--- src/rtl/core/aaf_pkg.sv ---
`timescale 1ns / 1ps
// ----------------------------------------------------------------------------
// Advertising announcement filter: shared definitions
// Field widths, operation and status codes, register indexes and the
// command and status bundles between the controller and the datapath.
// ----------------------------------------------------------------------------
package aaf_pkg;

   // default device table depth
   localparam int TABLE_DEPTH_DEF = 16;

   // field widths
   localparam int BYTE_W   = 8;
   localparam int UUID_W   = 16;
   localparam int BID_W    = 24;
   localparam int ADDR_W   = 48;
   localparam int ATYPE_W  = 2;
   localparam int SET_W    = 4;
   localparam int STATUS_W = 2;
   localparam int EIDX_W   = 4;
   localparam int ECNT_W   = 5;

   // configuration port
   localparam int CSR_IDX_W  = 2;
   localparam int CSR_DATA_W = 16;
   localparam logic [CSR_IDX_W-1:0] CSR_SERVICE_DATA_TYPE = 2'd0;
   localparam logic [CSR_IDX_W-1:0] CSR_TARGET_UUID       = 2'd1;

   // register reset values
   localparam logic [BYTE_W-1:0] SERVICE_DATA_TYPE_RST = 8'd22;
   localparam logic [UUID_W-1:0] TARGET_UUID_RST       = 16'd6226;

   // operation codes
   localparam logic OP_BYTE  = 1'b0;
   localparam logic OP_CLEAR = 1'b1;

   // result status codes
   localparam logic [STATUS_W-1:0] ST_NONE  = 2'd0;
   localparam logic [STATUS_W-1:0] ST_ADDED = 2'd1;
   localparam logic [STATUS_W-1:0] ST_KNOWN = 2'd2;
   localparam logic [STATUS_W-1:0] ST_FULL  = 2'd3;

   // controller to datapath
   typedef struct packed {
      logic accept;        // input transfer this cycle
      logic search_start;  // last byte taken: latch sender, rewind walk
      logic rd_en;         // read the table entry at the walk index
      logic idx_inc;       // step the walk index
      logic set_hit;       // sender found at the walk index
      logic finish;        // load result register, commit a new entry
   } ctrl_cmd_type;

   // datapath to controller
   typedef struct packed {
      logic idx_at_end;    // walk index reached the device count
      logic hit;           // registered entry matches the sender
   } dp_sts_type;

endpackage

--- src/rtl/core/aaf_ctrl.sv ---
`timescale 1ns / 1ps
// ----------------------------------------------------------------------------
// Advertising announcement filter: controller
// Takes input transfers, sequences the table walk after the last byte of a
// report and hands the result to the output register.
// ----------------------------------------------------------------------------
module aaf_ctrl (
   input  logic                 clock,
   input  logic                 reset,
   input  logic                 req_valid,
   output logic                 req_ready,
   input  logic                 req_operation,
   input  logic                 req_last_byte,
   output logic                 rsp_valid,
   input  logic                 rsp_ready,
   output aaf_pkg::ctrl_cmd_type cmd,
   input  aaf_pkg::dp_sts_type   sts
);
   import aaf_pkg::*;

   typedef enum logic [1:0] {
      S_IDLE,
      S_READ,
      S_CMP,
      S_FINISH
   } state_type;

   state_type state_ff, state_in;
   logic      rsp_valid_ff, rsp_valid_in;
   logic      accept;
   logic      out_free;

   assign req_ready = (state_ff == S_IDLE);
   assign accept    = req_valid && req_ready;
   assign out_free  = !rsp_valid_ff || rsp_ready;
   assign rsp_valid = rsp_valid_ff;

   // commands
   always_comb begin
      cmd              = '0;
      cmd.accept       = accept;
      cmd.search_start = accept && (req_operation == OP_BYTE) && req_last_byte;
      cmd.rd_en        = (state_ff == S_READ) && !sts.idx_at_end;
      cmd.idx_inc      = (state_ff == S_CMP) && !sts.hit;
      cmd.set_hit      = (state_ff == S_CMP) && sts.hit;
      cmd.finish       = (state_ff == S_FINISH) && out_free;
   end

   // next state
   always_comb begin
      state_in     = state_ff;
      rsp_valid_in = rsp_valid_ff;
      if (rsp_ready) begin
         rsp_valid_in = 1'b0;
      end
      unique case (state_ff)
         S_IDLE: begin
            if (cmd.search_start) begin
               state_in = S_READ;
            end
         end
         S_READ: begin
            state_in = sts.idx_at_end ? S_FINISH : S_CMP;
         end
         S_CMP: begin
            state_in = sts.hit ? S_FINISH : S_READ;
         end
         S_FINISH: begin
            if (out_free) begin
               state_in     = S_IDLE;
               rsp_valid_in = 1'b1;
            end
         end
         default: begin
            state_in = S_IDLE;
         end
      endcase
   end

   // state and registered outputs
   always_ff @(posedge clock) begin
      if (reset) begin
         state_ff     <= S_IDLE;
         rsp_valid_ff <= 1'b0;
      end else begin
         state_ff     <= state_in;
         rsp_valid_ff <= rsp_valid_in;
      end
   end

endmodule

--- src/rtl/core/aaf_datapath.sv ---
`timescale 1ns / 1ps
// ----------------------------------------------------------------------------
// Advertising announcement filter: datapath
// Length-type structure parser, configuration registers, device table
// memory with its walk index, and the result register.
// ----------------------------------------------------------------------------
module aaf_datapath #(
   parameter int TABLE_DEPTH = aaf_pkg::TABLE_DEPTH_DEF
) (
   input  logic                              clock,
   input  logic                              reset,
   input  aaf_pkg::ctrl_cmd_type             cmd,
   output aaf_pkg::dp_sts_type               sts,
   input  logic                              csr_wr_en,
   input  logic [aaf_pkg::CSR_IDX_W-1:0]     csr_index,
   input  logic [aaf_pkg::CSR_DATA_W-1:0]    csr_wr_data,
   input  logic                              req_operation,
   input  logic [aaf_pkg::BYTE_W-1:0]        req_data_byte,
   input  logic [aaf_pkg::BYTE_W-1:0]        req_report_length,
   input  logic                              req_first_byte,
   input  logic [aaf_pkg::ADDR_W-1:0]        req_device_address,
   input  logic [aaf_pkg::ATYPE_W-1:0]       req_address_type,
   input  logic [aaf_pkg::SET_W-1:0]         req_advertising_set,
   output logic [aaf_pkg::STATUS_W-1:0]      rsp_status,
   output logic [aaf_pkg::BID_W-1:0]         rsp_bcast_id,
   output logic [aaf_pkg::EIDX_W-1:0]        rsp_entry_index,
   output logic [aaf_pkg::ECNT_W-1:0]        rsp_entry_count
);
   import aaf_pkg::*;

   localparam int IDX_W   = (TABLE_DEPTH > 1) ? $clog2(TABLE_DEPTH) : 1;
   localparam int CNT_W   = $clog2(TABLE_DEPTH + 1);
   localparam int ENTRY_W = SET_W + BID_W + ATYPE_W + ADDR_W;
   localparam int POS_W   = BYTE_W + 2;

   typedef enum logic [2:0] {
      PH_LEN,
      PH_TYPE,
      PH_UUID_LO,
      PH_UUID_HI,
      PH_ID0,
      PH_ID1,
      PH_ID2,
      PH_SKIP
   } phase_type;

   // configuration
   logic [BYTE_W-1:0] sdt_ff;
   logic [UUID_W-1:0] target_ff;

   always_ff @(posedge clock) begin
      if (reset) begin
         sdt_ff    <= SERVICE_DATA_TYPE_RST;
         target_ff <= TARGET_UUID_RST;
      end else if (csr_wr_en) begin
         if (csr_index == CSR_SERVICE_DATA_TYPE) begin
            sdt_ff <= csr_wr_data[BYTE_W-1:0];
         end
         if (csr_index == CSR_TARGET_UUID) begin
            target_ff <= csr_wr_data[UUID_W-1:0];
         end
      end
   end

   // parse state
   logic [BYTE_W-1:0] pos_ff, pos_in, cur_pos;
   logic [BYTE_W-1:0] rem_ff, rem_in, cur_rem, rem_dec;
   phase_type         phase_ff, phase_in, cur_phase;
   logic [UUID_W-1:0] uuid_ff, uuid_in, cur_uuid;
   logic [BID_W-1:0]  cid_ff, cid_in, cur_cid;
   logic              found_ff, found_in, cur_found;
   logic              stop_ff, stop_in, cur_stop;
   logic [POS_W-1:0]  struct_end;
   logic              take_byte;

   assign take_byte = cmd.accept && (req_operation == OP_BYTE);

   // a first byte restarts from the reset state
   always_comb begin
      if (req_first_byte) begin
         cur_pos   = '0;
         cur_rem   = '0;
         cur_phase = PH_LEN;
         cur_uuid  = '0;
         cur_cid   = '0;
         cur_found = 1'b0;
         cur_stop  = 1'b0;
      end else begin
         cur_pos   = pos_ff;
         cur_rem   = rem_ff;
         cur_phase = phase_ff;
         cur_uuid  = uuid_ff;
         cur_cid   = cid_ff;
         cur_found = found_ff;
         cur_stop  = stop_ff;
      end
   end

   assign rem_dec    = cur_rem - 8'd1;
   assign struct_end = {2'b00, cur_pos} + POS_W'(1) + {2'b00, req_data_byte};

   // structure walker
   always_comb begin
      rem_in   = cur_rem;
      phase_in = cur_phase;
      uuid_in  = cur_uuid;
      cid_in   = cur_cid;
      found_in = cur_found;
      stop_in  = cur_stop;
      pos_in   = (cur_pos == '1) ? cur_pos : cur_pos + 8'd1;
      if (!cur_stop && (cur_pos < req_report_length)) begin
         unique case (cur_phase)
            PH_LEN: begin
               rem_in = req_data_byte;
               if (req_data_byte == '0) begin
                  stop_in = 1'b1;
               end else if ((req_data_byte >= 8'd2) &&
                            (struct_end <= {2'b00, req_report_length})) begin
                  phase_in = PH_TYPE;
               end else begin
                  phase_in = PH_SKIP;
               end
            end
            PH_TYPE: begin
               rem_in = rem_dec;
               if ((req_data_byte == sdt_ff) && (rem_dec >= 8'd5)) begin
                  phase_in = PH_UUID_LO;
               end else begin
                  phase_in = (rem_dec == '0) ? PH_LEN : PH_SKIP;
               end
            end
            PH_UUID_LO: begin
               rem_in   = rem_dec;
               uuid_in  = {8'h00, req_data_byte};
               phase_in = PH_UUID_HI;
            end
            PH_UUID_HI: begin
               rem_in  = rem_dec;
               uuid_in = {req_data_byte, cur_uuid[7:0]};
               if ({req_data_byte, cur_uuid[7:0]} == target_ff) begin
                  phase_in = PH_ID0;
               end else begin
                  phase_in = (rem_dec == '0) ? PH_LEN : PH_SKIP;
               end
            end
            PH_ID0: begin
               rem_in   = rem_dec;
               cid_in   = {16'h0000, req_data_byte};
               phase_in = PH_ID1;
            end
            PH_ID1: begin
               rem_in   = rem_dec;
               cid_in   = cur_cid | {8'h00, req_data_byte, 8'h00};
               phase_in = PH_ID2;
            end
            PH_ID2: begin
               rem_in   = rem_dec;
               cid_in   = cur_cid | {req_data_byte, 16'h0000};
               found_in = 1'b1;
               stop_in  = 1'b1;
            end
            PH_SKIP: begin
               rem_in = rem_dec;
               if (rem_dec == '0) begin
                  phase_in = PH_LEN;
               end
            end
            default: begin
               phase_in = PH_LEN;
            end
         endcase
      end
   end

   always_ff @(posedge clock) begin
      if (reset) begin
         pos_ff   <= '0;
         rem_ff   <= '0;
         phase_ff <= PH_LEN;
         uuid_ff  <= '0;
         cid_ff   <= '0;
         found_ff <= 1'b0;
         stop_ff  <= 1'b0;
      end else if (take_byte) begin
         pos_ff   <= pos_in;
         rem_ff   <= rem_in;
         phase_ff <= phase_in;
         uuid_ff  <= uuid_in;
         cid_ff   <= cid_in;
         found_ff <= found_in;
         stop_ff  <= stop_in;
      end
   end

   // sender of the report under lookup
   logic [ADDR_W-1:0]  addr_ff;
   logic [ATYPE_W-1:0] atype_ff;
   logic [SET_W-1:0]   set_ff;

   always_ff @(posedge clock) begin
      if (cmd.search_start) begin
         addr_ff  <= req_device_address;
         atype_ff <= req_address_type;
         set_ff   <= req_advertising_set;
      end
   end

   // device count, walk index and hit flag
   logic [CNT_W-1:0] count_ff;
   logic [CNT_W-1:0] idx_ff;
   logic             known_ff;
   logic             room;
   logic             add_entry;

   assign room      = (count_ff < CNT_W'(TABLE_DEPTH));
   assign add_entry = cmd.finish && !known_ff && found_ff && room;

   always_ff @(posedge clock) begin
      if (reset) begin
         count_ff <= '0;
         idx_ff   <= '0;
         known_ff <= 1'b0;
      end else begin
         if (cmd.accept && (req_operation == OP_CLEAR)) begin
            count_ff <= '0;
         end else if (add_entry) begin
            count_ff <= count_ff + CNT_W'(1);
         end
         if (cmd.search_start) begin
            idx_ff   <= '0;
            known_ff <= 1'b0;
         end else begin
            if (cmd.idx_inc) begin
               idx_ff <= idx_ff + CNT_W'(1);
            end
            if (cmd.set_hit) begin
               known_ff <= 1'b1;
            end
         end
      end
   end

   // device table: one write, one registered read
   logic [ENTRY_W-1:0] table_mem [TABLE_DEPTH];
   logic [ENTRY_W-1:0] rd_data_ff;
   logic [ADDR_W-1:0]  rd_addr;
   logic [ATYPE_W-1:0] rd_atype;
   logic [BID_W-1:0]   rd_bid;

   always_ff @(posedge clock) begin
      if (add_entry) begin
         table_mem[count_ff[IDX_W-1:0]] <= {set_ff, cid_ff, atype_ff, addr_ff};
      end
      if (cmd.rd_en) begin
         rd_data_ff <= table_mem[idx_ff[IDX_W-1:0]];
      end
   end

   assign rd_addr  = rd_data_ff[ADDR_W-1:0];
   assign rd_atype = rd_data_ff[ADDR_W +: ATYPE_W];
   assign rd_bid   = rd_data_ff[ADDR_W+ATYPE_W +: BID_W];

   assign sts.idx_at_end = (idx_ff == count_ff);
   assign sts.hit        = (rd_addr == addr_ff) && (rd_atype == atype_ff);

   // result register
   always_ff @(posedge clock) begin
      if (cmd.finish) begin
         if (known_ff) begin
            rsp_status      <= ST_KNOWN;
            rsp_bcast_id    <= rd_bid;
            rsp_entry_index <= EIDX_W'(idx_ff);
            rsp_entry_count <= ECNT_W'(count_ff);
         end else if (!found_ff) begin
            rsp_status      <= ST_NONE;
            rsp_bcast_id    <= '0;
            rsp_entry_index <= '0;
            rsp_entry_count <= ECNT_W'(count_ff);
         end else if (room) begin
            rsp_status      <= ST_ADDED;
            rsp_bcast_id    <= cid_ff;
            rsp_entry_index <= EIDX_W'(count_ff);
            rsp_entry_count <= ECNT_W'(count_ff + CNT_W'(1));
         end else begin
            rsp_status      <= ST_FULL;
            rsp_bcast_id    <= cid_ff;
            rsp_entry_index <= '0;
            rsp_entry_count <= ECNT_W'(count_ff);
         end
      end
   end

endmodule

--- src/rtl/core/adv_announcement_filter.sv ---
`timescale 1ns / 1ps
// ----------------------------------------------------------------------------
// Advertising announcement filter
// Parses advertising report bytes for a broadcast announcement and keeps a
// bounded table of announcing devices.
//
// Usage: one report byte (or a table clear) is a transfer on the req_
// channel; sender address, type and set travel with every byte. A byte
// without last_byte and a clear give no result and start no table walk.
// A last byte starts a walk of the device table from its first entry: S_READ
// reads an entry through the registered read port of the table memory and
// S_CMP compares it with the sender. The walk ends at the device count, or
// early at the entry that holds the sender, and S_FINISH loads the result.
// req_ready is low from the transfer until rsp_valid rises.
// The result sits in an output register: further non-last bytes and clears
// are taken while it waits. When the receiver stalls, a finished lookup holds
// until the output register is free.
// Reset clears the parse state, the device count and the registers to their
// defaults; table contents need no clearing. csr_ writes take effect at once.
// The user makes csr_ writes only while the block is idle; it is unenforced.
// ----------------------------------------------------------------------------
module adv_announcement_filter #(
   parameter int TABLE_DEPTH = aaf_pkg::TABLE_DEPTH_DEF
) (
   input  logic                              clock,
   input  logic                              reset,
   input  logic                              csr_wr_en,
   input  logic [aaf_pkg::CSR_IDX_W-1:0]     csr_index,
   input  logic [aaf_pkg::CSR_DATA_W-1:0]    csr_wr_data,
   input  logic                              req_valid,
   output logic                              req_ready,
   input  logic                              req_operation,
   input  logic [aaf_pkg::BYTE_W-1:0]        req_data_byte,
   input  logic [aaf_pkg::BYTE_W-1:0]        req_report_length,
   input  logic                              req_first_byte,
   input  logic                              req_last_byte,
   input  logic [aaf_pkg::ADDR_W-1:0]        req_device_address,
   input  logic [aaf_pkg::ATYPE_W-1:0]       req_address_type,
   input  logic [aaf_pkg::SET_W-1:0]         req_advertising_set,
   output logic                              rsp_valid,
   input  logic                              rsp_ready,
   output logic [aaf_pkg::STATUS_W-1:0]      rsp_status,
   output logic [aaf_pkg::BID_W-1:0]         rsp_bcast_id,
   output logic [aaf_pkg::EIDX_W-1:0]        rsp_entry_index,
   output logic [aaf_pkg::ECNT_W-1:0]        rsp_entry_count
);
   import aaf_pkg::*;

   ctrl_cmd_type cmd;
   dp_sts_type   sts;

   aaf_ctrl u_ctrl (
      .clock         (clock),
      .reset         (reset),
      .req_valid     (req_valid),
      .req_ready     (req_ready),
      .req_operation (req_operation),
      .req_last_byte (req_last_byte),
      .rsp_valid     (rsp_valid),
      .rsp_ready     (rsp_ready),
      .cmd           (cmd),
      .sts           (sts)
   );

   aaf_datapath #(
      .TABLE_DEPTH (TABLE_DEPTH)
   ) u_datapath (
      .clock               (clock),
      .reset               (reset),
      .cmd                 (cmd),
      .sts                 (sts),
      .csr_wr_en           (csr_wr_en),
      .csr_index           (csr_index),
      .csr_wr_data         (csr_wr_data),
      .req_operation       (req_operation),
      .req_data_byte       (req_data_byte),
      .req_report_length   (req_report_length),
      .req_first_byte      (req_first_byte),
      .req_device_address  (req_device_address),
      .req_address_type    (req_address_type),
      .req_advertising_set (req_advertising_set),
      .rsp_status          (rsp_status),
      .rsp_bcast_id        (rsp_bcast_id),
      .rsp_entry_index     (rsp_entry_index),
      .rsp_entry_count     (rsp_entry_count)
   );

   // no announcement carries no ID and no slot
   a_none_empty : assert property (@(posedge clock) disable iff (reset)
      (rsp_valid && (rsp_status == ST_NONE)) |->
         ((rsp_bcast_id == '0) && (rsp_entry_index == '0)))
      else $error("no-announcement result carries an ID or slot");

   // a new entry lands in the slot just below the new count
   a_added_slot : assert property (@(posedge clock) disable iff (reset)
      (rsp_valid && (rsp_status == ST_ADDED) && (TABLE_DEPTH <= 16)) |->
         (ECNT_W'(rsp_entry_index) + ECNT_W'(1) == rsp_entry_count))
      else $error("added slot does not match device count");

   // table full only when the count sits at the depth
   a_full_count : assert property (@(posedge clock) disable iff (reset)
      (rsp_valid && (rsp_status == ST_FULL)) |->
         ((rsp_entry_count == ECNT_W'(TABLE_DEPTH)) && (rsp_entry_index == '0)))
      else $error("table full reported below depth");

   // a fresh result comes only out of a table walk
   a_result_after_walk : assert property (@(posedge clock) disable iff (reset)
      $rose(rsp_valid) |-> $past(!req_ready))
      else $error("result raised without a table walk");

endmodule
--- config.mk ---
export PLATFORM = sky130hd
export DESIGN_NAME = adv_announcement_filter
export DESIGN_NICKNAME = d
export VERILOG_FILES = /design/src/rtl/core/aaf_pkg.sv /design/src/rtl/core/aaf_ctrl.sv /design/src/rtl/core/aaf_datapath.sv /design/src/rtl/core/adv_announcement_filter.sv
export SDC_FILE = /design/constraint.sdc
export NUM_CORES = 1
export LEC_CHECK = 0
export BUFFER_PORTS_ARGS = -buffer_cell sky130_fd_sc_hd__buf_2
export CORE_UTILIZATION = 42
export DETAILED_ROUTE_END_ITERATION = 6
export GPL_ROUTABILITY_DRIVEN = 0
export HOLD_SLACK_MARGIN = 0.06
export SLEW_MARGIN = 20
export SYNTH_ARGS = -nofsm -noshare
export SYNTH_HDL_FRONTEND = slang
export SYNTH_SLANG_ARGS = --single-unit
--- constraint.sdc ---
create_clock -name clock -period 8.64 [get_ports clock]
set_input_delay 0.432 -clock clock [delete_from_list [all_inputs] [get_ports clock]]
set_output_delay 0.432 -clock clock [all_outputs]
set_load 0.01 [all_outputs]
After elaboration in Yosys (flattened, before gate mapping):

Memories as Yosys holds them, arrays and structs flattened. A register that Yosys moved wholly into a read port is not among the register bits.
Cells that the tools add are included.
W data, S select, Z words.

* register bits after elaboration: 188
* bits in latches: 0
* RAM bits: 1248
* bits in read-only memories: 0
* input bits: 96
* output and inout bits: 37
* word-level logic and storage cells: 137
* memories kept: 1

Memory list
* u_datapath.table_mem: words 16, width 78, read ports 1, clocked after Yosys merged registers in 1, write ports 1, line aaf_datapath.sv:244 `logic [ENTRY_W-1:0] table_mem [TABLE_DEPTH];`

* $add $sub $neg: 6
* multiply operators: 0
* div/mod/pow operators: 0
* magnitude comparators: 5
* equality and inequality tests: 19
* shift operators: 0
* muxes and demuxes: 47
* bitwise logic cells: 4
* reductions and logical operators: 33

Operators by type and width (number)
* $mux W24: 4
* $pmux W24 S3: 1
* $eq A48 B48 Y1: 1
* $mux W16: 2
* $mux W8: 4
* $pmux W16 S2: 1
* $mux W3: 8
* $or A24 B16 Y24: 1
* $or A24 B24 Y24: 1
* $pmux W3 S7: 1
* $eq A16 B16 Y1: 1
* $logic_not A8 Y1: 2
* $pmux W8 S2: 1
* $logic_and A1 B1 Y1: 15
* $mux W5: 3
* $eq A3 B3 Y1 const B: 4
* $mux W1: 12
* $mux W4: 3
* $add A10 B8 Y10: 1
* $add A5 B1 Y5 const B: 2
* $le A10 B8 Y1: 1
* $mux W2: 5
* $add A8 B1 Y9 const B: 1
* $add A8 B1 Y8 const B: 1
* other kinds (25): 38

Longest topological paths before layout:

Gate-level depths: netlist of the first run.

* depth after elaboration: 9
* mapped depth: 19
* mapped depth without buffers: 18

By module:

From an unflattened synthesis of the first run, not the netlist that was laid out.

* cell total of the unflattened synthesis: 2550
* area total of the unflattened synthesis: 55366.9 um^2

By module, submodules not included
* aaf_datapath: times used 1, cells each 2528, area an instance 55171.7 um^2, sequential area each 42090.4 um^2
* aaf_ctrl: times used 1, cells each 22, area an instance 195.2 um^2, sequential area each 60.1 um^2

Worst setup path before layout of the first run:

No wires, ideal clock.

* kind: input-to-reg
* from: in rsp_ready
* to: mem u_datapath.table_mem[3][0] (netlist name), enable pin
* arrival time: 7.970 ns
* slack: 0.073 ns
* cell stages on the path: 6
* buffers on the path: 1
* cells stage by stage: nand2b_1 nor2b_1 and2_1 clkbuf_1 nand2_1 nor3_1

RTL lines
* from (decl): line adv_announcement_filter.sv:41 `input logic rsp_ready,`
* to (decl): line aaf_datapath.sv:244

Worst setup path after layout of the first run:

* from: reg u_datapath.found_ff
* to: mem u_datapath.table_mem[7][26] (netlist name), enable pin

* longest elaborated chain between the ends: 4

Ends and longest elaborated chain
* from (decl): line aaf_datapath.sv:71 `logic found_ff, found_in, cur_found;`
* from (signal assigned): line aaf_datapath.sv:190 `found_ff <= found_in;`
* $logic_and A1 B1 Y1 (2 in series): line aaf_datapath.sv:216 `assign add_entry = cmd.finish && !known_ff && found_ff && room;`
* $mux W1: line aaf_datapath.sv:251 `if (add_entry) begin`
* $mux W1 (not written as such): line aaf_datapath.sv:252 `table_mem[count_ff[IDX_W-1:0]] <= {set_ff, cid_ff, atype_ff, addr_ff};`

Every way passes these cells.

==> impl_results.md, run 1 <==
* Relative slew slack at 21.86%
* FF+latch count, synth at 1434
* Worst EP required at 9.01 ns
* Finished Core Util at 48.97%
* Final HPWL DP at 66.44 mm
* Net count, final at 2998
* Reg clk slew, reported paths at 0.06 ns
* Slew Limit Fails at 0
* Crit path from: u_datapath.found_ff
* CP most frequent cell: buf_4
* Reg2reg setup slack at 4.67 ns
* Global route total overflow at 0
* Synth area leaders: edfxtp_1 73%, mux4_2 15%, dfxtp_1 3.3%
* Fmax at 252.2 MHz
* Setup WS pre-CTS at 4.297 ns
* Yosys cell types at 73
* Slew @ Worst Pin at 1.172 ns
* Critical path endpoint category: flip-flop
* Count of final setup violators at 0
* Critical path peak fanout at 41
* Clk_lat worst skew at 0.76 ns
* Core Region at 0.1301 mm2
* Filler instances at 10540
* Clock sink total at 1434
* TritonRoute pass-1 iters at 5
* Outcome: finished, final reports clean
* Synth Flop Type: edfxtp_1
* Power Density at 224.2 mW/mm2
* CTS H-tree lvls at 4
* Worst path cell trace: nor2b_4, and2_0, and2_1, nand2_1, nor2_4, buf_4, buf_4
* DR vias/cell at 5.652
* Critical Path End: u_datapath.table_mem[7][26]
* Max clock buf depth at 3
* Worst Setup Path Type: flip-flop to flip-flop
* Routed wire length at 130.7 mm
* Initial antenna violation count at 2
* Row Count at 132
* Dominant cell type by area after synthesis: edfxtp_1
* PortBufs at 128
* Die height at 365.1 um
* Final Hold Viols at 0
* Static Leak at 19.35 nW
* Commonest non-fill, non-tap cells in the layout: 1343 x edfxtp_1, 370 x mux4_2, 153 x clkbuf_16
* Initial drt markers at 2362
* Worst hold-check path type: input port to flip-flop
* Final setup TNS at 0 ns
* I/O pins at 133
* Proportion of netlist area held by the largest area contributor at 72.85%
* Starting Density at 42.54%
* Final min period at 3.966 ns
* Drt drc at 0
* Max stage delay on crit path at 0.76 ns
* WP data arrival at 4.34 ns
* Post-Syn Instances at 2601
* Period utilization at 45.90%
* Syn_nets at 2731
* FF-to-FF End: u_datapath.table_mem[7][26]
* Root Buffer: clkbuf_16
* CTS tree: built
* Post-synth ARST share at 0%
* Gr usage total at 19.89%
* VDD IR max at 0.1898 mV
* Synth-to-Final Area Change at 15.11%
* Setup Skew at 0.02314 ns
* Vias in the first global route at 28140
* Synthesized area per cell at 21.28 um2
* First-pass GRT wire length at 190.1 mm
* RR Startpoint: u_datapath.found_ff
* Post-Syn Area at 0.05536 mm2
* Die width at 365.1 um
* CTS Buf Count at 147
* Sequential-to-total area share from yosys stat at 76.14%
* Drt wl/cell at 27.60 um
* Leading cell type in the layout, fill and taps excluded: edfxtp_1
* Max_cap viols at 0
* Final worst-path setup slack at 4.674 ns
* Via count at 26760
* Number of flops mapped to enable cells by yosys at 1343
* Share of layout cells above drive strength 1 at 26.95%
* Largest net degree at the start of global routing at 114
* Syn. warnings at 0
* Total die area at 0.1333 mm2
* ANT nets after route at 0
* Crit-path slowest cell: buf_4
* Postcts setup bufs at 0
* RSZ-0062 raised after global routing: no
* R2R cell count at 7
* Startpoint Class: flip-flop
-- logic make-up after synthesis --
family,synth area share (%)
flops,76.14
mux,15.27
simple gates,2.904
compound gates,2.188
buf+inv,1.166
xor+xnor,1.550
fa+ha+maj,0.7820
-- cells in the mapped netlist, types with 3 or more instances --
| cell type | n |
|---|---|
| edfxtp_1 | 1343 |
| mux4_2 | 370 |
| nor2_1 | 112 |
| dfxtp_1 | 91 |
| nand2_1 | 90 |
| clkbuf_1 | 80 |
| xor2_1 | 67 |
| a21oi_1 | 39 |
| a22oi_1 | 36 |
| buf_2 | 36 |
| ha_1 | 33 |
| xnor2_1 | 31 |
| o21ai_0 | 26 |
| inv_1 | 23 |
| a22o_1 | 19 |
| nor4_1 | 19 |
| nor2b_1 | 18 |
| nor3_1 | 16 |
| buf_1 | 13 |
| mux2i_1 | 11 |
| a211oi_1 | 10 |
| nand4_1 | 10 |
| nand2b_1 | 8 |
| nand3b_1 | 8 |
| a21o_1 | 6 |
| a31oi_1 | 6 |
| o21ai_1 | 5 |
| nand3_1 | 4 |
| nor3b_1 | 4 |
| o21a_1 | 4 |
| a211o_1 | 3 |
| a21boi_0 | 3 |
| o31a_1 | 3 |
| o31ai_1 | 3 |
| or3_1 | 3 |
-- layout make-up --
class	count	area (um2)	area share [%]
clock inverters	85	798.3	1.253
well taps	1742	2180	3.420
diodes	1	2.502	0.003927
inverters	23	87.58	0.1374
repair buffers	250	1769	2.776
flip-flops and latches	1434	42170	66.17
clock buffers	187	4016	6.302
multi-input cells	1012	12710	19.94
-- power by group --
group / total (W) / internal [W] / switching, W
combinational: 0.000372 / 0.000183 / 0.000188
clock: 0.00632 / 0.00369 / 0.00263
sequential: 0.00760 / 0.00755 / 0.0000549
total: 0.0143 / 0.0114 / 0.00287
-- sequential cells by signal, indices dropped and copies added, names as in the netlist, 2 cells and up --
name / cells
u_datapath.table_mem: 1184
u_datapath.rd_data_ff: 74
u_datapath.addr_ff: 48
u_datapath.cid_ff: 24
u_datapath.rsp_bcast_id: 24
u_datapath.target_ff: 16
u_datapath.pos_ff: 8
u_datapath.rem_ff: 8
u_datapath.sdt_ff: 8
u_datapath.uuid_ff: 8
u_datapath.count_ff: 5
u_datapath.idx_ff: 5
u_datapath.rsp_entry_count: 5
u_datapath.rsp_entry_index: 4
u_datapath.phase_ff: 3
u_ctrl.state_ff: 2
u_datapath.atype_ff: 2
u_datapath.rsp_status: 2
-- per-stage QoR --
stage	cells	hold slack (ns)	total power, W	area (um2)
floorplan	2601	0.4481	0.007982	55360
global placement	4394	0.4617	0.008091	58230
detailed placement	4394	0.4685	0.008101	58230
CTS	4733	0.1358	0.01442	63720
global route	4733	0.1702	0.01469	63720
finish	4734	0.1935	0.01429	63730
-- critical path: cells and delay by family (launching register included) --
family,cells,cell delay (ns)
flip-flops,1,0.69
buffers and inverters,2,1.50
AND/OR/NAND/NOR,5,1.36
-- how the worst min path moves through the flow --
stage,cells past startpoint,from,slack (ns),end
global route,3,req_data_byte[2],0.17,u_datapath.uuid_ff[2]
detailed placement,2,u_datapath.target_ff[8],0.47,u_datapath.target_ff[8]
CTS,3,req_valid,0.14,u_datapath.count_ff[0]
floorplan,2,u_datapath.target_ff[10],0.45,u_datapath.target_ff[10]
finish,3,req_valid,0.19,u_datapath.count_ff[0]
global placement,2,u_datapath.target_ff[8],0.46,u_datapath.target_ff[8]
-- repair_timing --
action                                 4_1_cts  5_1_grt
resized for setup                            0        0
hold buffers                                67        0
endpoints found under the hold margin       75        0
-- layer usage --
layer	track usage [%]	up-vias	share of wire (%)
met3	2.795	192	5.1
met4	5.554	0	2.0
met5	0	-	0
li1	-	11330	-
met1	26.00	14410	41
met2	34.75	830	52
Note: power is estimated with default switching activity, not from simulation.
==> run 2: changes to the inputs <==
==> constraint.sdc (replaced) <==
create_clock -name clock -period 3.45 [get_ports clock]
set_input_delay 0.1725 -clock clock [delete_from_list [all_inputs] [get_ports clock]]
set_output_delay 0.1725 -clock clock [all_outputs]
set_load 0.01 [all_outputs]
==> run 2 against run 1 <==
The flow now finishes with violations (negative setup slack). Hold slack got worse by 0.074 ns. Critical path depth increased by 8. Sequential power rose to 2.5 times the previous value. Sequential share of layout area decreased by 1.5 points. Wire length grew 1.8%. Register-to-register slack got worse by 4.7 ns. Clock power grew 140%. Largest power group unchanged. Non-clock buffer count increased by 106. Global-route usage grew 0.42 points. Maximum frequency increased by 13%. Utilization up 1.1 points.
==> impl_results.md, run 2 (synthesis results as in run 1) <==
* First-pass GRT wire length at 194.9 mm (+2.5%)
* Relative slew slack at 32.51% (+11 points)
* Max FFs per register at 1184 (unchanged)
* R2R cell count at 15 (+8)
* WHS at 0.1198 ns (-0.07370 ns)
* Setup Skew at 0.03688 ns (+0.01374 ns)
* Power Density at 542.2 mW/mm2 (+140%)
* CTS Buf Count at 149 (+1.4%)
* Clk_lat worst skew at 0.78 ns (+0.02 ns)
* Slew @ Worst Pin at 1.012 ns (-0.1598 ns)
* Final worst-path setup slack at -0.05156 ns (-4.726 ns)
* Clock sink total at 1434 (unchanged)
* RR Startpoint: u_datapath.pos_ff[0]
* Outcome: finished with violations
* Core Region at 0.1301 mm2 (unchanged)
* Root Buffer: clkbuf_16
* Worst hold-check path type: input port to flip-flop
* Clock power frac at 43.1% (-1.1 points)
* Final Hold Viols at 0 (unchanged)
* Leading cell type in the layout, fill and taps excluded: edfxtp_1
* Initial antenna violation count at 5 (+3)
* Routed wire length at 133.0 mm (+1.8%)
* Worst Hold Depth at 2 (-1)
* Total die area at 0.1333 mm2 (unchanged)
* RSZ-0062 raised after global routing: yes
* Worst EP required at 4.07 ns (-4.94 ns)
* Sw Ratio at 21.03% (+0.93 points)
* Final setup TNS at -0.05156 ns (-0.05156 ns)
* Drt drc at 0 (unchanged)
* Initial drt markers at 2679 (+13%)
* Reg clk slew, reported paths at 0.06 ns (about the same)
* Fmax at 285.6 MHz (+13%)
* FF-to-FF End: u_datapath.phase_ff[2]
* ANT nets after route at 0 (unchanged)
* Max clock buf depth at 3 (unchanged)
* Hold Crit Endpoint: u_datapath.addr_ff[25]
* Combinational share of power at 3.1% (+0.5 points)
* Violated checks: negative setup slack
* Period utilization at 101.5% (+56 points)
* Global route total overflow at 0 (unchanged)
* Share of layout cells above drive strength 1 at 29.43% (+2.5 points)
* Worst Setup Path Type: flip-flop to flip-flop
* Setup WS pre-CTS at -0.3485 ns (-4.646 ns)
* CTS tree: built
* Commonest non-fill, non-tap cells in the layout: 1343 x edfxtp_1, 370 x mux4_2, 149 x clkbuf_16
* Net count, final at 3106 (+3.6%)
* Slew Limit Fails at 0 (unchanged)
* Vias in the first global route at 28520 (+1.4%)
* Row Count at 132 (unchanged)
* Startpoint Class: flip-flop
* Hold Crit Start: req_device_address[25]
* Count of final setup violators at 1 (+1)
* Critical path endpoint category: flip-flop
* Drt wl/cell at 27.47 um (-0.45%)
* CTS H-tree lvls at 4 (unchanged)
* Pwr Total at 0.03535 W (+150%)
* VDD IR max at 0.5521 mV (+190%)
* Int Power at 0.02791 W (+140%)
* I/O pins at 133 (unchanged)
* WP data arrival at 4.12 ns (-0.22 ns)
* Die width at 365.1 um (unchanged)
* TritonRoute pass-1 iters at 5 (unchanged)
* Synth-to-Final Area Change at 17.76%
* DR vias/cell at 5.640 (-0.22%)
* Largest net degree at the start of global routing at 78 (-32%)
* Critical path peak fanout at 6 (-85%)
* Final min period at 3.502 ns (-0.4641 ns)
* Finished Core Util at 50.09% (+1.1 points)
* Die height at 365.1 um (unchanged)
* PortBufs at 128 (unchanged)
* Net Switching at 0.007434 W (+160%)
* Via count at 27310 (+2.1%)
* Final HPWL DP at 69.20 mm (+4.2%)
* Register share of total power at 53.8% (+0.6 points)
* Static Leak at 20.08 nW (+3.8%)
* Starting Density at 42.54% (unchanged)
* Filler instances at 10440 (-1.0%)
* Gr usage total at 20.32% (+0.42 points)
* Max_cap viols at 0 (unchanged)
* Reg2reg setup slack at -0.05 ns (-4.73 ns)
[run 2: repair_timing]
item	CTS	global route
pin swaps	6	20
hold buffers	102	0
endpoints found under the setup margin	2	2
resized for setup	9	28
setup buffers	1	4
endpoints found under the hold margin	139	0
[run 2: final cells by class]
type | count | area (um2) | share of cell area, %
diodes | 1 | 2.502 | 0.003838
clock buffers | 187 | 3941 | 6.045
clock inverters | 87 | 733.2 | 1.125
inverters | 23 | 87.58 | 0.1343
multi-input cells | 1012 | 12940 | 19.85
flip-flops and latches | 1434 | 42190 | 64.71
well taps | 1742 | 2180 | 3.343
repair buffers | 356 | 3124 | 4.792
[run 2: worst max-delay path, stage by stage (launching register included)]
cell	delay [ns]
dfxtp_4	0.38
nand4b_1	0.26
xnor2_2	0.33
ha_4	0.25
buf_6	0.12
buf_4	0.14
a21oi_2	0.13
xnor2_1	0.09
ha_1	0.31
a21o_1	0.19
a221oi_4	0.30
o21ai_2	0.11
a211oi_2	0.29
a211oi_2	0.12
nor4_1	0.27
nor3_1	0.07
[run 2: worst max path at each step]
stage | startpoint | endpoint | slack [ns] | cells past startpoint
2_1_floorplan | u_ctrl.state_ff[1] | u_datapath.table_mem[3][0] | -0.42 | 6
6_report | u_datapath.pos_ff[0] | u_datapath.phase_ff[2] | -0.05 | 15
5_1_grt | u_datapath.pos_ff[0] | u_datapath.phase_ff[2] | -0.22 | 15
3_3_place_gp | u_datapath.pos_ff[0] | u_datapath.phase_ff[2] | -0.23 | 16
4_1_cts | u_datapath.pos_ff[2] | u_datapath.phase_ff[2] | 0.002 | 19
3_5_place_dp | u_datapath.pos_ff[1] | u_datapath.phase_ff[2] | -0.35 | 16
[run 2: per-layer routing]
layer  vias to the layer above  share of wire (%)  GRT usage [%]
li1                      11520                  -              -
met1                     14660                 41          27.13
met2                       927                 51          34.63
met3                       196                5.4          2.976
met4                         0                2.2          5.981
met5                         -                  0              0
[run 2: power groups by stage]
| stage | registers [W] | logic, W | clock network (W) |
|---|---|---|---|
| 2_1_floorplan | 0.0193 | 0.000668 | 0 |
| 3_5_place_dp | 0.0194 | 0.000972 | 0 |
| 4_1_cts | 0.0190 | 0.00107 | 0.0156 |
| 6_report | 0.0190 | 0.00108 | 0.0152 |
| 3_3_place_gp | 0.0194 | 0.000955 | 0 |
| 5_1_grt | 0.0190 | 0.00117 | 0.0163 |
[run 2: per-stage QoR]
step                area (um2)  std cells
floorplan                55640       2601
global placement         59310       4460
detailed placement       59310       4460
CTS                      65040       4837
global route             65190       4842
finish                   65190       4842
==> run 3: changes to the inputs <==
--- a/config.mk
+++ b/config.mk
@@ -10,6 +10,7 @@
 export DETAILED_ROUTE_END_ITERATION = 6
 export GPL_ROUTABILITY_DRIVEN = 0
 export HOLD_SLACK_MARGIN = 0.06
+export REMOVE_ABC_BUFFERS = 1
 export SLEW_MARGIN = 20
 export SYNTH_ARGS = -nofsm -noshare
 export SYNTH_HDL_FRONTEND = slang
==> run 3 against run 2 <==
The run still ends with negative setup slack left. Utilization hardly changed. First-iteration DRC count is 12% lower. Clock power hardly changed.
==> impl_results.md, run 3 (synthesis results as in run 1) <==
* Final min period at 3.544 ns (+0.04200 ns)
* Leading cell type in the layout, fill and taps excluded: edfxtp_1
* Worst Hold Depth at 2 (unchanged)
* I/O pins at 133 (unchanged)
* CTS Buf Count at 147 (-1.3%)
* RSZ-0062 raised after global routing: yes
* Number of diodes at 0 (-1)
* Final instance area at 0.06516 mm2 (about the same)
* Largest net degree at the start of global routing at 78 (unchanged)
* R2R cell count at 17 (+2)
* WP data arrival at 4.16 ns (+0.04 ns)
* Worst Setup Path Type: flip-flop to flip-flop
* Row Count at 132 (unchanged)
* Gr usage total at 19.54% (-0.78 points)
* Crit-path slowest cell: dfxtp_4
* Initial drt markers at 2362 (-12%)
* Total die area at 0.1333 mm2 (unchanged)
* Startpoint Class: flip-flop
* Placed Area at 0.05952 mm2 (+0.36%)
* CTS H-tree lvls at 4 (unchanged)
* RR Startpoint: u_datapath.pos_ff[1]
* Slew Limit Fails at 0 (unchanged)
* Power Density at 544.0 mW/mm2 (+0.33%)
* Outcome: finished with violations
* Filler instances at 10420 (-0.16%)
* Critical path endpoint category: flip-flop
* Net Switching at 0.007248 W (-2.5%)
* First-pass GRT wire length at 189.5 mm (-2.8%)
* Global route total overflow at 0 (unchanged)
* Clk_lat worst skew at 0.78 ns (about the same)
* Drt drc at 0 (unchanged)
* Critical path peak fanout at 5 (-1)
* Share of layout cells above drive strength 1 at 29.25% (-0.18 points)
* TritonRoute pass-1 iters at 5 (unchanged)
* PortBufs at 128 (unchanged)
* Die height at 365.1 um (unchanged)
* Clock sink total at 1434 (unchanged)
* DR vias/cell at 5.605 (-0.62%)
* Register share of total power at 53.7% (about the same)
* Reg2reg setup slack at -0.09 ns (-0.04 ns)
* Fmax at 282.2 MHz (-1.2%)
* Starting Density at 42.54% (unchanged)
* Initial antenna violation count at 2 (-3)
* Sw Ratio at 20.45% (-0.58 points)
* Violated checks: negative setup slack
* Vias in the first global route at 28700 (+0.63%)
* Synth-to-Final Area Change at 17.70% (about the same)
* Final HPWL DP at 69.44 mm (+0.34%)
* Setup WS pre-CTS at -0.2523 ns (+0.09623 ns)
* Max stage delay on crit path at 0.37 ns (about the same)
* Worst EP required at 4.07 ns (about the same)
* Static Leak at 20.15 nW (+0.36%)
* ANT nets after route at 0 (unchanged)
* Reg clk slew, reported paths at 0.06 ns (about the same)
* Commonest non-fill, non-tap cells in the layout: 1343 x edfxtp_1, 370 x mux4_2, 150 x clkbuf_16
* Final worst-path setup slack at -0.09356 ns (-0.04200 ns)
* Core Region at 0.1301 mm2 (unchanged)
* Root Buffer: clkbuf_16
* Setup Skew at 0.03265 ns (-0.004227 ns)
* Combinational share of power at 3.0% (about the same)
* Count of final setup violators at 2 (+1)
* Worst path cell trace: nand4b_1, nor2_1, nand2_1, xor2_1, nor2_1, ha_1, a21oi_2, nand2_1, o21ai_2, xnor2_2, ha_1, a21oi_2, o21ai_2, a211oi_2, a211oi_2, nor4_1, nor3_1
* Max_cap viols at 0 (unchanged)
* Drt wl/cell at 26.73 um (-2.7%)
* Period utilization at 102.7% (+1.2 points)
* Max clock buf depth at 3 (unchanged)
* VDD IR max at 0.4093 mV (-26%)
* Via count at 27090 (-0.81%)
* Die width at 365.1 um (unchanged)
* Final Hold Viols at 0 (unchanged)
* Hold Crit Endpoint: u_datapath.addr_ff[18]
* Int Power at 0.02820 W (+1.0%)
* WHS at 0.1134 ns (-0.006485 ns)
* FF-to-FF End: u_datapath.phase_ff[2]
* Clock power frac at 43.3% (+0.2 points)
* CTS tree: built
* Slew @ Worst Pin at 1.140 ns (+0.1273 ns)
* Max FFs per register at 1184 (unchanged)
* Relative slew slack at 23.74% (-8.8 points)
* Hold Crit Start: req_device_address[18]
* Net count, final at 3105 (-0.032%)
* Worst hold-check path type: input port to flip-flop
* Finished Core Util at 50.07% (about the same)
* Routed wire length at 129.2 mm (-2.9%)
==> run 3: changes by cell type in the layout (fill, tap and decap cells not counted), moves of 4 or more <==
cell           previous run  this run
buf_12                   41        55
buf_4                    84        91
bufinv_16                 3         9
clkbuf_8                  7         0
clkinv_2                 29        20
dlygate4sd3_1           102        83
nand2_1                  85        89
nand2_8                   4         0
nor3_2                    1         5
nor3_4                    5         1
==> run 3: metrics by stage <==
step / total power, W / setup TNS [ns] / std cells
after detailed placement: 0.02038 / -0.3759 / 4480
final: 0.03545 / -0.1374 / 4833
after CTS: 0.03576 / 0 / 4828
after global routing: 0.03648 / -0.4792 / 4833
after global placement: 0.02035 / -0.2085 / 4480
after floorplan: 0.02017 / -5990.19 / 2469
==> run 3: critical path: cells and delay by family, from the launching register on <==
| family | cells | cell delay (ns) |
|---|---|---|
| compound gates | 6 | 1.00 |
| xor+xnor | 2 | 0.23 |
| fa+ha+maj | 2 | 0.62 |
| flops | 1 | 0.37 |
| simple gates | 7 | 1.18 |
==> run 3: per-layer routing <==
metal | GRT usage [%] | vias to the layer above | part of all wire [%]
li1 | - | 11530 | -
met1 | 25.61 | 14500 | 41
met2 | 33.73 | 869 | 51
met3 | 3.112 | 195 | 5.3
met4 | 5.562 | 0 | 2.0
met5 | 0 | - | 0
==> run 3: worst max path at each step <==
| stage | slack, ns | from | to |
|---|---|---|---|
| 5_1_grt | -0.28 | u_datapath.pos_ff[0] | u_datapath.phase_ff[2] |
| 3_3_place_gp | -0.16 | u_datapath.pos_ff[0] | u_datapath.phase_ff[2] |
| 4_1_cts | 0.0006 | u_datapath.pos_ff[2] | u_datapath.phase_ff[2] |
| 3_5_place_dp | -0.25 | u_datapath.pos_ff[1] | u_datapath.phase_ff[2] |
| 6_report | -0.09 | u_datapath.pos_ff[1] | u_datapath.phase_ff[2] |
| 2_1_floorplan | -14.74 | u_datapath.idx_ff[0] | u_ctrl.state_ff[0] |
==> run 3: final cells by class <==
type,instances,area [um2],area share (%)
Clock buffer,186,3896,5.979
Clock inverter,79,753.2,1.156
Inverter,23,87.58,0.1344
Multi-Input combinational cell,1012,12810,19.66
Sequential cell,1434,42180,64.73
Tap cell,1742,2180,3.345
Timing Repair Buffer,357,3256,4.996
==> run 3: what timing repair did <==
action,CTS,global route
endpoints found under the setup margin,2,2
pin swaps,4,26
hold buffers,83,0
gates resized for setup,5,26
endpoints found under the hold margin,129,0
buffers inserted,0,5
==> run 3: power by group through the flow <==
stage	combinational [W]	sequential (W)	clock, W
global placement	0.000964	0.0194	0
floorplan	0.000727	0.0194	0
finish	0.00108	0.0190	0.0153
detailed placement	0.000982	0.0194	0
CTS	0.00106	0.0190	0.0157
global route	0.00116	0.0190	0.0163
